<file path="src/rtl/ell_tess_pkg.sv">
// ----------------------------------------------------------------------------
// ell_tess_pkg
// Shared types, constants and fixed-point helpers of the ellipse tessellator.
// ----------------------------------------------------------------------------
package ell_tess_pkg;

  localparam int unsigned SEGMENTS_DEF = 64;
  localparam int unsigned COORD_W      = 16;
  localparam int unsigned RAD_W        = 15;
  localparam int unsigned TRIG_W       = 16;
  localparam int unsigned COLOR_W      = 32;
  localparam int unsigned PROD_W       = 32;
  localparam int unsigned PIPE_DEPTH   = 2;
  localparam int unsigned DRAIN_W      = 2;
  localparam int unsigned QUARTER      = 16384;
  localparam logic [RAD_W-1:0] RAD_MAX = 15'h7fff;

  localparam logic [63:0] A1 = 64'd1686629713;
  localparam logic [63:0] A3 = 64'd693598668;
  localparam logic [63:0] A5 = 64'd85569306;
  localparam logic [63:0] A7 = 64'd5026995;
  localparam logic [63:0] A9 = 64'd172272;

  localparam logic REQ_FILL    = 1'b0;
  localparam logic REQ_OUTLINE = 1'b1;

  typedef enum logic [2:0] {
    ST_IDLE  = 3'b001,
    ST_RUN   = 3'b010,
    ST_DRAIN = 3'b100
  } ctrl_state_t;

  typedef struct packed {
    logic load;
    logic issue;
  } dp_cmd_t;

  typedef struct packed {
    logic skip;
  } dp_status_t;

  // Sine of a quarter-wave angle q/16384, rounded to Q1.15.
  function automatic logic signed [TRIG_W-1:0] quarter_sine(input logic [14:0] q);
    logic [63:0] t;
    logic [63:0] t2;
    logic [63:0] acc;
    logic [63:0] s;
    logic [63:0] r;
    t   = {49'd0, q} << 16;
    t2  = (t * t) >> 30;
    acc = A9;
    acc = A7 - ((acc * t2) >> 30);
    acc = A5 - ((acc * t2) >> 30);
    acc = A3 - ((acc * t2) >> 30);
    acc = A1 - ((acc * t2) >> 30);
    s   = (acc * t) >> 30;
    r   = (s + 64'd16384) >> 15;
    if (r > 64'd32767) begin
      r = 64'd32767;
    end
    return r[TRIG_W-1:0];
  endfunction

  // Sine of a phase given in units of 1/65536 turn.
  function automatic logic signed [TRIG_W-1:0] phase_sine(input logic [31:0] phase);
    logic [1:0]  quad;
    logic [13:0] r;
    logic signed [TRIG_W-1:0] v;
    quad = phase[15:14];
    r    = phase[13:0];
    if (quad[0]) begin
      v = quarter_sine(15'd16384 - {1'b0, r});
    end else begin
      v = quarter_sine({1'b0, r});
    end
    return quad[1] ? -v : v;
  endfunction

  // Centre plus rounded scaled offset, saturated to the coordinate range.
  function automatic logic signed [COORD_W-1:0] place(
    input logic signed [COORD_W-1:0] c,
    input logic signed [PROD_W-1:0]  prod
  );
    logic signed [PROD_W:0] b;
    logic signed [17:0]     off;
    logic signed [18:0]     sum;
    logic signed [COORD_W-1:0] res;
    b   = 33'(prod) + 33'sd16384;
    off = 18'(b >>> 15);
    sum = 19'(c) + 19'(off);
    if (sum > 19'sd32767) begin
      res = 16'sh7fff;
    end else if (sum < -19'sd32768) begin
      res = 16'sh8000;
    end else begin
      res = sum[COORD_W-1:0];
    end
    return res;
  endfunction

endpackage

</file>
<file path="src/rtl/ell_tess_ctrl.sv">
// ----------------------------------------------------------------------------
// ell_tess_ctrl
// Controller: accepts requests, walks the point index and waits for the
// datapath pipeline to empty.
// ----------------------------------------------------------------------------
module ell_tess_ctrl #(
  parameter int unsigned SEGMENTS = ell_tess_pkg::SEGMENTS_DEF,
  parameter int unsigned IDX_W    = $clog2(SEGMENTS + 1)
) (
  input  logic                    clk,
  input  logic                    rst_n,
  input  logic                    start,
  output logic                    busy,
  input  ell_tess_pkg::dp_status_t status,
  output ell_tess_pkg::dp_cmd_t   cmd,
  output logic [IDX_W-1:0]        idx
);

  ell_tess_pkg::ctrl_state_t state_r, state_nxt;
  logic [IDX_W-1:0] k_r, k_nxt;
  logic [ell_tess_pkg::DRAIN_W-1:0] drain_r, drain_nxt;

  assign busy      = (state_r != ell_tess_pkg::ST_IDLE);
  assign cmd.load  = start && !busy && !status.skip;
  assign cmd.issue = (state_r == ell_tess_pkg::ST_RUN);
  assign idx       = k_r;

  always_comb begin
    state_nxt = state_r;
    k_nxt     = k_r;
    drain_nxt = drain_r;
    case (state_r)
      ell_tess_pkg::ST_IDLE: begin
        if (cmd.load) begin
          state_nxt = ell_tess_pkg::ST_RUN;
          k_nxt     = '0;
        end
      end
      ell_tess_pkg::ST_RUN: begin
        if (k_r == IDX_W'(SEGMENTS)) begin
          state_nxt = ell_tess_pkg::ST_DRAIN;
          drain_nxt = '0;
        end else begin
          k_nxt = k_r + 1'b1;
        end
      end
      ell_tess_pkg::ST_DRAIN: begin
        if (drain_r == ell_tess_pkg::DRAIN_W'(ell_tess_pkg::PIPE_DEPTH - 1)) begin
          state_nxt = ell_tess_pkg::ST_IDLE;
        end else begin
          drain_nxt = drain_r + 1'b1;
        end
      end
      default: begin
        state_nxt = ell_tess_pkg::ST_IDLE;
      end
    endcase
  end

  always_ff @(posedge clk) begin
    if (!rst_n) begin
      state_r <= ell_tess_pkg::ST_IDLE;
      k_r     <= '0;
      drain_r <= '0;
    end else begin
      state_r <= state_nxt;
      k_r     <= k_nxt;
      drain_r <= drain_nxt;
    end
  end

endmodule

</file>
<file path="src/rtl/ell_tess_dp.sv">
// ----------------------------------------------------------------------------
// ell_tess_dp
// Datapath: request registers, sine/cosine table, four radius multipliers
// and the vertex stage that assembles one primitive per point after the first.
// ----------------------------------------------------------------------------
module ell_tess_dp #(
  parameter int unsigned SEGMENTS = ell_tess_pkg::SEGMENTS_DEF,
  parameter int unsigned IDX_W    = $clog2(SEGMENTS + 1)
) (
  input  logic                                       clk,
  input  logic                                       rst_n,
  input  ell_tess_pkg::dp_cmd_t                      cmd,
  input  logic [IDX_W-1:0]                           idx,
  output ell_tess_pkg::dp_status_t                   status,
  input  logic                                       in_req_type,
  input  logic signed [ell_tess_pkg::COORD_W-1:0]    in_center_x,
  input  logic signed [ell_tess_pkg::COORD_W-1:0]    in_center_y,
  input  logic [ell_tess_pkg::RAD_W-1:0]             in_radius_x,
  input  logic [ell_tess_pkg::RAD_W-1:0]             in_radius_y,
  input  logic [ell_tess_pkg::RAD_W-1:0]             in_thickness,
  input  logic [ell_tess_pkg::COLOR_W-1:0]           in_color_rgba,
  output logic                                       out_valid,
  output logic signed [ell_tess_pkg::COORD_W-1:0]    out_px0,
  output logic signed [ell_tess_pkg::COORD_W-1:0]    out_py0,
  output logic signed [ell_tess_pkg::COORD_W-1:0]    out_px1,
  output logic signed [ell_tess_pkg::COORD_W-1:0]    out_py1,
  output logic signed [ell_tess_pkg::COORD_W-1:0]    out_px2,
  output logic signed [ell_tess_pkg::COORD_W-1:0]    out_py2,
  output logic signed [ell_tess_pkg::COORD_W-1:0]    out_px3,
  output logic signed [ell_tess_pkg::COORD_W-1:0]    out_py3,
  output logic [ell_tess_pkg::COLOR_W-1:0]           out_prim_color,
  output logic                                       out_last_prim
);

  localparam int unsigned CW = ell_tess_pkg::COORD_W;
  localparam int unsigned RW = ell_tess_pkg::RAD_W;
  localparam int unsigned TW = ell_tess_pkg::TRIG_W;
  localparam int unsigned PW = ell_tess_pkg::PROD_W;

  logic signed [TW-1:0] cos_tab [SEGMENTS+1];
  logic signed [TW-1:0] sin_tab [SEGMENTS+1];

  for (genvar k = 0; k <= SEGMENTS; k++) begin : g_tab
    localparam int unsigned KK = k % SEGMENTS;
    localparam int unsigned PH = (KK * 65536 + SEGMENTS / 2) / SEGMENTS;
    assign cos_tab[k] = ell_tess_pkg::phase_sine(32'(PH + ell_tess_pkg::QUARTER));
    assign sin_tab[k] = ell_tess_pkg::phase_sine(32'(PH));
  end

  // Request registers.
  logic                 mode_r;
  logic signed [CW-1:0] cx_r, cy_r;
  logic [RW-1:0]        rx_r, ry_r, orx_r, ory_r;
  logic [RW-1:0]        orx_nxt, ory_nxt;
  logic [RW:0]          sum_x, sum_y;
  logic [ell_tess_pkg::COLOR_W-1:0] col_r;

  assign status.skip = (in_req_type == ell_tess_pkg::REQ_OUTLINE) && (in_thickness == '0);

  assign sum_x   = {1'b0, in_radius_x} + {1'b0, in_thickness};
  assign sum_y   = {1'b0, in_radius_y} + {1'b0, in_thickness};
  assign orx_nxt = sum_x[RW] ? ell_tess_pkg::RAD_MAX : sum_x[RW-1:0];
  assign ory_nxt = sum_y[RW] ? ell_tess_pkg::RAD_MAX : sum_y[RW-1:0];

  always_ff @(posedge clk) begin
    if (cmd.load) begin
      mode_r <= in_req_type;
      cx_r   <= in_center_x;
      cy_r   <= in_center_y;
      rx_r   <= in_radius_x;
      ry_r   <= in_radius_y;
      orx_r  <= orx_nxt;
      ory_r  <= ory_nxt;
      col_r  <= in_color_rgba;
    end
  end

  // Stage 1: table read.
  logic                 v1_r;
  logic [IDX_W-1:0]     k1_r;
  logic signed [TW-1:0] cos_r, sin_r;

  // Stage 2: products of inner and outer radii.
  logic                 v2_r;
  logic [IDX_W-1:0]     k2_r;
  logic signed [PW-1:0] pix_r, piy_r, pox_r, poy_r;
  logic signed [PW-1:0] pix_nxt, piy_nxt, pox_nxt, poy_nxt;

  assign pix_nxt = $signed({1'b0, rx_r})  * cos_r;
  assign piy_nxt = $signed({1'b0, ry_r})  * sin_r;
  assign pox_nxt = $signed({1'b0, orx_r}) * cos_r;
  assign poy_nxt = $signed({1'b0, ory_r}) * sin_r;

  always_ff @(posedge clk) begin
    if (!rst_n) begin
      v1_r <= 1'b0;
      v2_r <= 1'b0;
    end else begin
      v1_r <= cmd.issue;
      v2_r <= v1_r;
    end
  end

  always_ff @(posedge clk) begin
    k1_r  <= idx;
    cos_r <= cos_tab[idx];
    sin_r <= sin_tab[idx];
    k2_r  <= k1_r;
    pix_r <= pix_nxt;
    piy_r <= piy_nxt;
    pox_r <= pox_nxt;
    poy_r <= poy_nxt;
  end

  // Stage 3: new points, previous points and the output word.
  logic signed [CW-1:0] nix, niy, nox, noy;
  logic signed [CW-1:0] pin_x_r, pin_y_r, pout_x_r, pout_y_r;
  logic                 out_valid_r, out_valid_nxt;
  logic signed [CW-1:0] out_px0_r, out_py0_r, out_px1_r, out_py1_r;
  logic signed [CW-1:0] out_px2_r, out_py2_r, out_px3_r, out_py3_r;
  logic [ell_tess_pkg::COLOR_W-1:0] out_prim_color_r;
  logic                 out_last_prim_r;

  assign nix = ell_tess_pkg::place(cx_r, pix_r);
  assign niy = ell_tess_pkg::place(cy_r, piy_r);
  assign nox = ell_tess_pkg::place(cx_r, pox_r);
  assign noy = ell_tess_pkg::place(cy_r, poy_r);

  assign out_valid_nxt = v2_r && (k2_r != '0);

  always_ff @(posedge clk) begin
    if (!rst_n) begin
      out_valid_r <= 1'b0;
    end else begin
      out_valid_r <= out_valid_nxt;
    end
  end

  always_ff @(posedge clk) begin
    if (v2_r) begin
      pin_x_r  <= nix;
      pin_y_r  <= niy;
      pout_x_r <= nox;
      pout_y_r <= noy;
    end
    if (out_valid_nxt) begin
      if (mode_r == ell_tess_pkg::REQ_FILL) begin
        out_px0_r <= cx_r;
        out_py0_r <= cy_r;
        out_px1_r <= pin_x_r;
        out_py1_r <= pin_y_r;
      end else begin
        out_px0_r <= pin_x_r;
        out_py0_r <= pin_y_r;
        out_px1_r <= pout_x_r;
        out_py1_r <= pout_y_r;
      end
      out_px2_r        <= (mode_r == ell_tess_pkg::REQ_FILL) ? nix : nox;
      out_py2_r        <= (mode_r == ell_tess_pkg::REQ_FILL) ? niy : noy;
      out_px3_r        <= nix;
      out_py3_r        <= niy;
      out_prim_color_r <= col_r;
      out_last_prim_r  <= (k2_r == IDX_W'(SEGMENTS));
    end
  end

  assign out_valid      = out_valid_r;
  assign out_px0        = out_px0_r;
  assign out_py0        = out_py0_r;
  assign out_px1        = out_px1_r;
  assign out_py1        = out_py1_r;
  assign out_px2        = out_px2_r;
  assign out_py2        = out_py2_r;
  assign out_px3        = out_px3_r;
  assign out_py3        = out_py3_r;
  assign out_prim_color = out_prim_color_r;
  assign out_last_prim  = out_last_prim_r;

endmodule

</file>
<file path="src/rtl/ellipse_tessellator_unit.sv">
// ----------------------------------------------------------------------------
// ellipse_tessellator_unit
// Ellipse tessellator: turns one ellipse request into SEGMENTS primitives.
// ----------------------------------------------------------------------------
// A request word is taken at a clock edge where start is high and busy is
// low. Fill requests give a triangle fan around the centre, outline requests
// give a ring of quads between the radius and the radius plus thickness.
// An outline request with zero thickness is taken but gives no result, and
// busy stays low.
// Results leave on the out_ ports, each for exactly one cycle with out_valid
// high; the receiver cannot stall them. out_last_prim marks the final word.
// After acceptance the results follow at one result per cycle. A request
// occupies the block while one table point per cycle passes through a
// three-stage pipeline of table read, radius multiply, and round, offset
// and saturate, and one extra point closes the ring.
// Reset (rst_n low, synchronous) returns the controller to idle and drops
// all valid flags; request and payload registers keep their contents.
// ----------------------------------------------------------------------------
module ellipse_tessellator_unit #(
  parameter int unsigned SEGMENTS = ell_tess_pkg::SEGMENTS_DEF
) (
  input  logic                                    clk,
  input  logic                                    rst_n,
  input  logic                                    start,
  output logic                                    busy,
  input  logic                                    in_req_type,
  input  logic signed [ell_tess_pkg::COORD_W-1:0] in_center_x,
  input  logic signed [ell_tess_pkg::COORD_W-1:0] in_center_y,
  input  logic [ell_tess_pkg::RAD_W-1:0]          in_radius_x,
  input  logic [ell_tess_pkg::RAD_W-1:0]          in_radius_y,
  input  logic [ell_tess_pkg::RAD_W-1:0]          in_thickness,
  input  logic [ell_tess_pkg::COLOR_W-1:0]        in_color_rgba,
  output logic                                    out_valid,
  output logic signed [ell_tess_pkg::COORD_W-1:0] out_px0,
  output logic signed [ell_tess_pkg::COORD_W-1:0] out_py0,
  output logic signed [ell_tess_pkg::COORD_W-1:0] out_px1,
  output logic signed [ell_tess_pkg::COORD_W-1:0] out_py1,
  output logic signed [ell_tess_pkg::COORD_W-1:0] out_px2,
  output logic signed [ell_tess_pkg::COORD_W-1:0] out_py2,
  output logic signed [ell_tess_pkg::COORD_W-1:0] out_px3,
  output logic signed [ell_tess_pkg::COORD_W-1:0] out_py3,
  output logic [ell_tess_pkg::COLOR_W-1:0]        out_prim_color,
  output logic                                    out_last_prim
);

  localparam int unsigned IDX_W = $clog2(SEGMENTS + 1);

  ell_tess_pkg::dp_cmd_t    cmd;
  ell_tess_pkg::dp_status_t status;
  logic [IDX_W-1:0]         idx;

  ell_tess_ctrl #(
    .SEGMENTS (SEGMENTS),
    .IDX_W    (IDX_W)
  ) u_ctrl (
    .clk    (clk),
    .rst_n  (rst_n),
    .start  (start),
    .busy   (busy),
    .status (status),
    .cmd    (cmd),
    .idx    (idx)
  );

  ell_tess_dp #(
    .SEGMENTS (SEGMENTS),
    .IDX_W    (IDX_W)
  ) u_dp (
    .clk            (clk),
    .rst_n          (rst_n),
    .cmd            (cmd),
    .idx            (idx),
    .status         (status),
    .in_req_type    (in_req_type),
    .in_center_x    (in_center_x),
    .in_center_y    (in_center_y),
    .in_radius_x    (in_radius_x),
    .in_radius_y    (in_radius_y),
    .in_thickness   (in_thickness),
    .in_color_rgba  (in_color_rgba),
    .out_valid      (out_valid),
    .out_px0        (out_px0),
    .out_py0        (out_py0),
    .out_px1        (out_px1),
    .out_py1        (out_py1),
    .out_px2        (out_px2),
    .out_py2        (out_py2),
    .out_px3        (out_px3),
    .out_py3        (out_py3),
    .out_prim_color (out_prim_color),
    .out_last_prim  (out_last_prim)
  );

endmodule

</file>
<file path="config.mk">
export PLATFORM = sky130hd
export DESIGN_NAME = ellipse_tessellator_unit
export DESIGN_NICKNAME = d
export VERILOG_FILES = /design/src/rtl/ell_tess_pkg.sv /design/src/rtl/ell_tess_ctrl.sv /design/src/rtl/ell_tess_dp.sv /design/src/rtl/ellipse_tessellator_unit.sv
export SDC_FILE = /design/constraint.sdc
export NUM_CORES = 2
export LEC_CHECK = 0
export ABC_CLOCK_PERIOD_IN_PS = 10300
export BUFFER_PORTS_ARGS = -buffer_cell sky130_fd_sc_hd__buf_2
export CAP_MARGIN = 20
export CORE_MARGIN = 2
export CORE_UTILIZATION = 45
export DETAILED_ROUTE_END_ITERATION = 8
export PLACE_DENSITY_LB_ADDON = 0.3
export SLEW_MARGIN = 20
export SYNTH_ARGS = -nofsm -noshare
export SYNTH_HDL_FRONTEND = slang
export SYNTH_SLANG_ARGS = --single-unit
</file>
<file path="constraint.sdc">
create_clock -name clk -period 10.3 [get_ports clk]
set_input_delay 0 -clock clk [delete_from_list [all_inputs] [get_ports clk]]
set_output_delay 0 -clock clk [all_outputs]
set_load 0.02 [all_outputs]
</file>
==> metrics.csv <==
stage;metric;value;unit
clocking;cts_tree;done;
timing;setup_ws;3360;ps
timing;finalHoldViolCount;0;
routing;vias;39328;
routing;drt_first_pass_iters;5;
routing;post_drt_wl_per_cell;18.8;um
min_path;hold_path_class;in2reg;
timing;max_freq;0.144;GHz
power;p_leak;29.0;nW
logic_synthesis;ys_ff_latch;483;
routing;ant_nets;0;
critical_path;timing.rr.end;u_dp.pox_r[30];
placement;place_ws;3250;ps
clocking;clkTransAtPathRegs;60;ps
routing;drcViolationCount;0;
finish;drive_gt1_frac;0.0947;
global_routing;grt_pass1_vias;41068;
critical_path;cp.required;10840;ps
finish;final_cells;7433;
global_routing;grt-ovfl-total;0;
global_routing;grtUsageTotal;0.228;
critical_path;crit_chain;and2_1 -> fa_1 -> inv_1 -> fa_1 -> fa_1 -> inv_1 -> fa_1 -> fa_1 -> inv_1 -> fa_1 -> inv_1 -> ha_1 -> a21oi_1 -> o21ai_0 -> a2111oi_0 -> o21ai_0 -> nor4b_1 -> o21ba_2 -> o221ai_1 -> o21bai_1 -> xor2_1;
logic_synthesis;synth_nets;6951;
critical_path;cpMaxStageDelayCell;dfxtp_1;
logic_synthesis;ys_async_sr_fraction;0;
timing;slew_headroom;0.252;
critical_path;reg2reg_slack;3360;ps
timing;rsz0062_at_grt;no;
die;fp.dieW;352;um
global_routing;antenna_found_initial;4;
die;initial_core_util;0.454;
critical_path;crit_top_cell;fa_1;
routing;routed_via_density;5.29;
placement;dp.cells;7228;
min_path;hold_depth;4;
clocking;cts_buffer_depth;3;
critical_path;path_max_fanout;30;
min_path;min_from;in_thickness[13];
logic_synthesis;syn-instance-count;5525;
power;finalPower;18.7;mW
power;pwr_density_cell;310;nW/um2
finish;fin_area;60300;um2
routing;drtIter0Drc;2608;
logic_synthesis;syn_area;54500;um2
critical_path;ff2ff_path_depth;21;
timing;worst_slew_pin_slew;1120;ps
timing;maxSlewViolCount;0;
clocking;root_buffer;clkbuf_16;
placement;place_congestion;0.900;
logic_synthesis;synth_ff_type;edfxtp_1;
timing;skew;60.6;ps
power;irDropWorstVdd;0.753;mV
min_path;min_to;u_dp.ory_r[14];
critical_path;critPathLaunchType;flop;
timing;setup_viol;0;
global_routing;grt_pass1_wl;225000;um
die;die_h;352;um
critical_path;path_class;reg2reg;
die;rows;127;
global_routing;grt_max_degree;78;
critical_path;startpoint;u_dp.cos_r[6];
timing;fin_setup_tns;0;ps
logic_synthesis;synth-seq-area-share;0.242;
clocking;clkSinkCount;483;
routing;wirelength;140000;um
critical_path;critPathMaxStageDelay;1030;ps
status;status;finished clean;
critical_path;r2r-start;u_dp.cos_r[6];
critical_path;crit_family;adder cells;
die;num_io_pins;276;
logic_synthesis;post_synth_num_cell_types;94;
logic_synthesis;yosysWarnings;0;
die;core-area;120000;um2
clocking;postCtsSetupRepairBufs;0;
critical_path;crit_buf_inv;4;
placement;portBuffers;275;
clocking;cts-htree-levels;2;
placement;dpl.hpwl;108000;um
clocking;clk_latency;670;ps
timing;period_share;0.674;
critical_path;arrival;7480;ps
critical_path;end_kind;flop;
logic_synthesis;syn_avg_cell_area;9.87;um2
logic_synthesis;synth_edf_count;350;
finish;area_growth;10.6;%
placement;placed_cell_area;57400;um2
flow_run;max_cap_viol_count;0;
timing;min_period;6940;ps
die;die_area;124000;um2
finish;nets;7203;
clocking;numCtsBuffers;54;
cells in the final DEF (no fill, tap or decap), types with 9 or more instances in the layout:
| master | n |
|---|---|
| edfxtp_1 | 350 |
| nor2_1 | 153 |
| clkbuf_16 | 54 |
| and3_1 | 25 |
| or2_2 | 11 |
| nor3_1 | 48 |
| dlygate4sd3_1 | 105 |
| o21bai_1 | 16 |
| xor2_1 | 77 |
| a21oi_1 | 156 |
| buf_2 | 275 |
| nand3_1 | 72 |
| o211ai_1 | 39 |
| a211oi_1 | 33 |
| inv_1 | 936 |
| o21ai_1 | 12 |
| a21o_1 | 57 |
| dfxtp_1 | 126 |
| nor2b_1 | 61 |
| xnor2_1 | 132 |
| ha_1 | 591 |
| o21ai_0 | 113 |
| nand2b_1 | 52 |
| nand4_1 | 29 |
| o311ai_0 | 9 |
| a22oi_2 | 11 |
| and2_1 | 446 |
| o21a_1 | 31 |
| nand2_1 | 705 |
| buf_4 | 42 |
| a22oi_1 | 9 |
| a211o_1 | 10 |
| mux2_2 | 68 |
| a31oi_1 | 25 |
| fa_1 | 722 |
| or3_1 | 25 |
| a221oi_2 | 9 |
cells by family (layout without fill, tap and decap cells):
family,Yosys count,in the layout,share of synthesized area
flip-flops,483,483,0.242
multiplexers,74,74,0.0151
XOR/XNOR,210,210,0.0339
AO/OA/AOI/OAI,619,619,0.0780
buffers and inverters,1164,1459,0.0811
AND/OR/NAND/NOR,1662,1662,0.150
other,0,1,0
adder cells (fa/ha/maj),1313,1313,0.401
power by group:
group / internal (mW) / switching (mW) / leakage [nW]
sequential: 2.53 / 0.245 / 4.27
clock: 1.17 / 0.840 / 0.902
combinational: 5.90 / 8.01 / 23.8
repair_timing:
action / 4_1_cts / 5_1_grt
endpoints found under the hold margin: 136 / 0
hold buffers: 105 / 0
gates resized for setup: 0 / 0
state kept, by name (all words and copies together) (netlist names), 18 cells and up:
| name | cells |
|---|---|
| u_dp.poy_r | 18 |
| u_dp.pox_r | 18 |
| u_dp.pix_r | 18 |
| u_dp.col_r | 32 |
| u_dp.piy_r | 18 |
| u_dp.out_prim_color | 32 |
synthesized netlist by cell type (all sizes together), types with 16 or more instances:
cell type | count | share of area
nand2b | 52 | 0.0060
clkbuf | 200 | 0.014
a21oi | 161 | 0.015
nor2 | 155 | 0.011
o21a | 32 | 0.0044
nand2 | 705 | 0.049
and3 | 26 | 0.0031
fa | 722 | 0.27
inv | 936 | 0.064
buf | 26 | 0.0028
dfxtp | 133 | 0.049
nand3 | 72 | 0.0066
a22oi | 20 | 0.0038
xor2 | 77 | 0.012
a211oi | 37 | 0.0056
o211ai | 41 | 0.0058
mux2 | 68 | 0.014
or3 | 25 | 0.0029
ha | 591 | 0.14
a31oi | 26 | 0.0031
xnor2 | 133 | 0.021
o21bai | 16 | 0.0022
a21o | 57 | 0.0078
nor3 | 48 | 0.0044
o21ai | 125 | 0.011
nor2b | 61 | 0.0070
and2 | 447 | 0.051
edfxtp | 350 | 0.19
nand4 | 29 | 0.0033
layout make-up:
type,count,area [um2]
Sequential cell,483,13200
Clock buffer,67,1420
Antenna cell,1,2.50
Inverter,938,3520
Timing Repair Buffer,422,2740
Tap cell,1612,2020
Clock inverter,32,449
Fill cell,10964,59800
Multi-Input combinational cell,3878,37000
per-layer routing:
| metal | wire (um) | global-route usage | share of wire |
|---|---|---|---|
| met5 | 0 | 0 | 0 |
| met4 | 4200 | 0.0694 | 0.030 |
| met3 | 8080 | 0.0255 | 0.058 |
| met2 | 66000 | 0.385 | 0.47 |
| met1 | 61600 | 0.308 | 0.44 |
how the worst max path moves through the flow:
| stage | endpoint | depth (start not counted) |
|---|---|---|
| after floorplan | u_ctrl.idx[6] | 8 |
| final | u_dp.pox_r[30] | 21 |
| after global placement | u_dp.pox_r[30] | 20 |
| after CTS | u_dp.pox_r[30] | 20 |
| after detailed placement | u_dp.pox_r[30] | 20 |
| after global routing | u_dp.pox_r[30] | 21 |
per-stage QoR:
stage	util	hold slack, ps
4_1_cts	0.502	3.24
2_1_floorplan	-	71.8
6_report	0.502	41.5
3_3_place_gp	0.477	178
5_1_grt	0.502	14.9
3_5_place_dp	0.477	178
worst min-delay path: cells and delay by family:
kind | cells | cell delay (ps)
simple gates | 1 | 50
buf+inv | 1 | 200
fa+ha+maj | 1 | 230
compound gates | 1 | 80
Note: power is estimated with default switching activity, not from simulation.
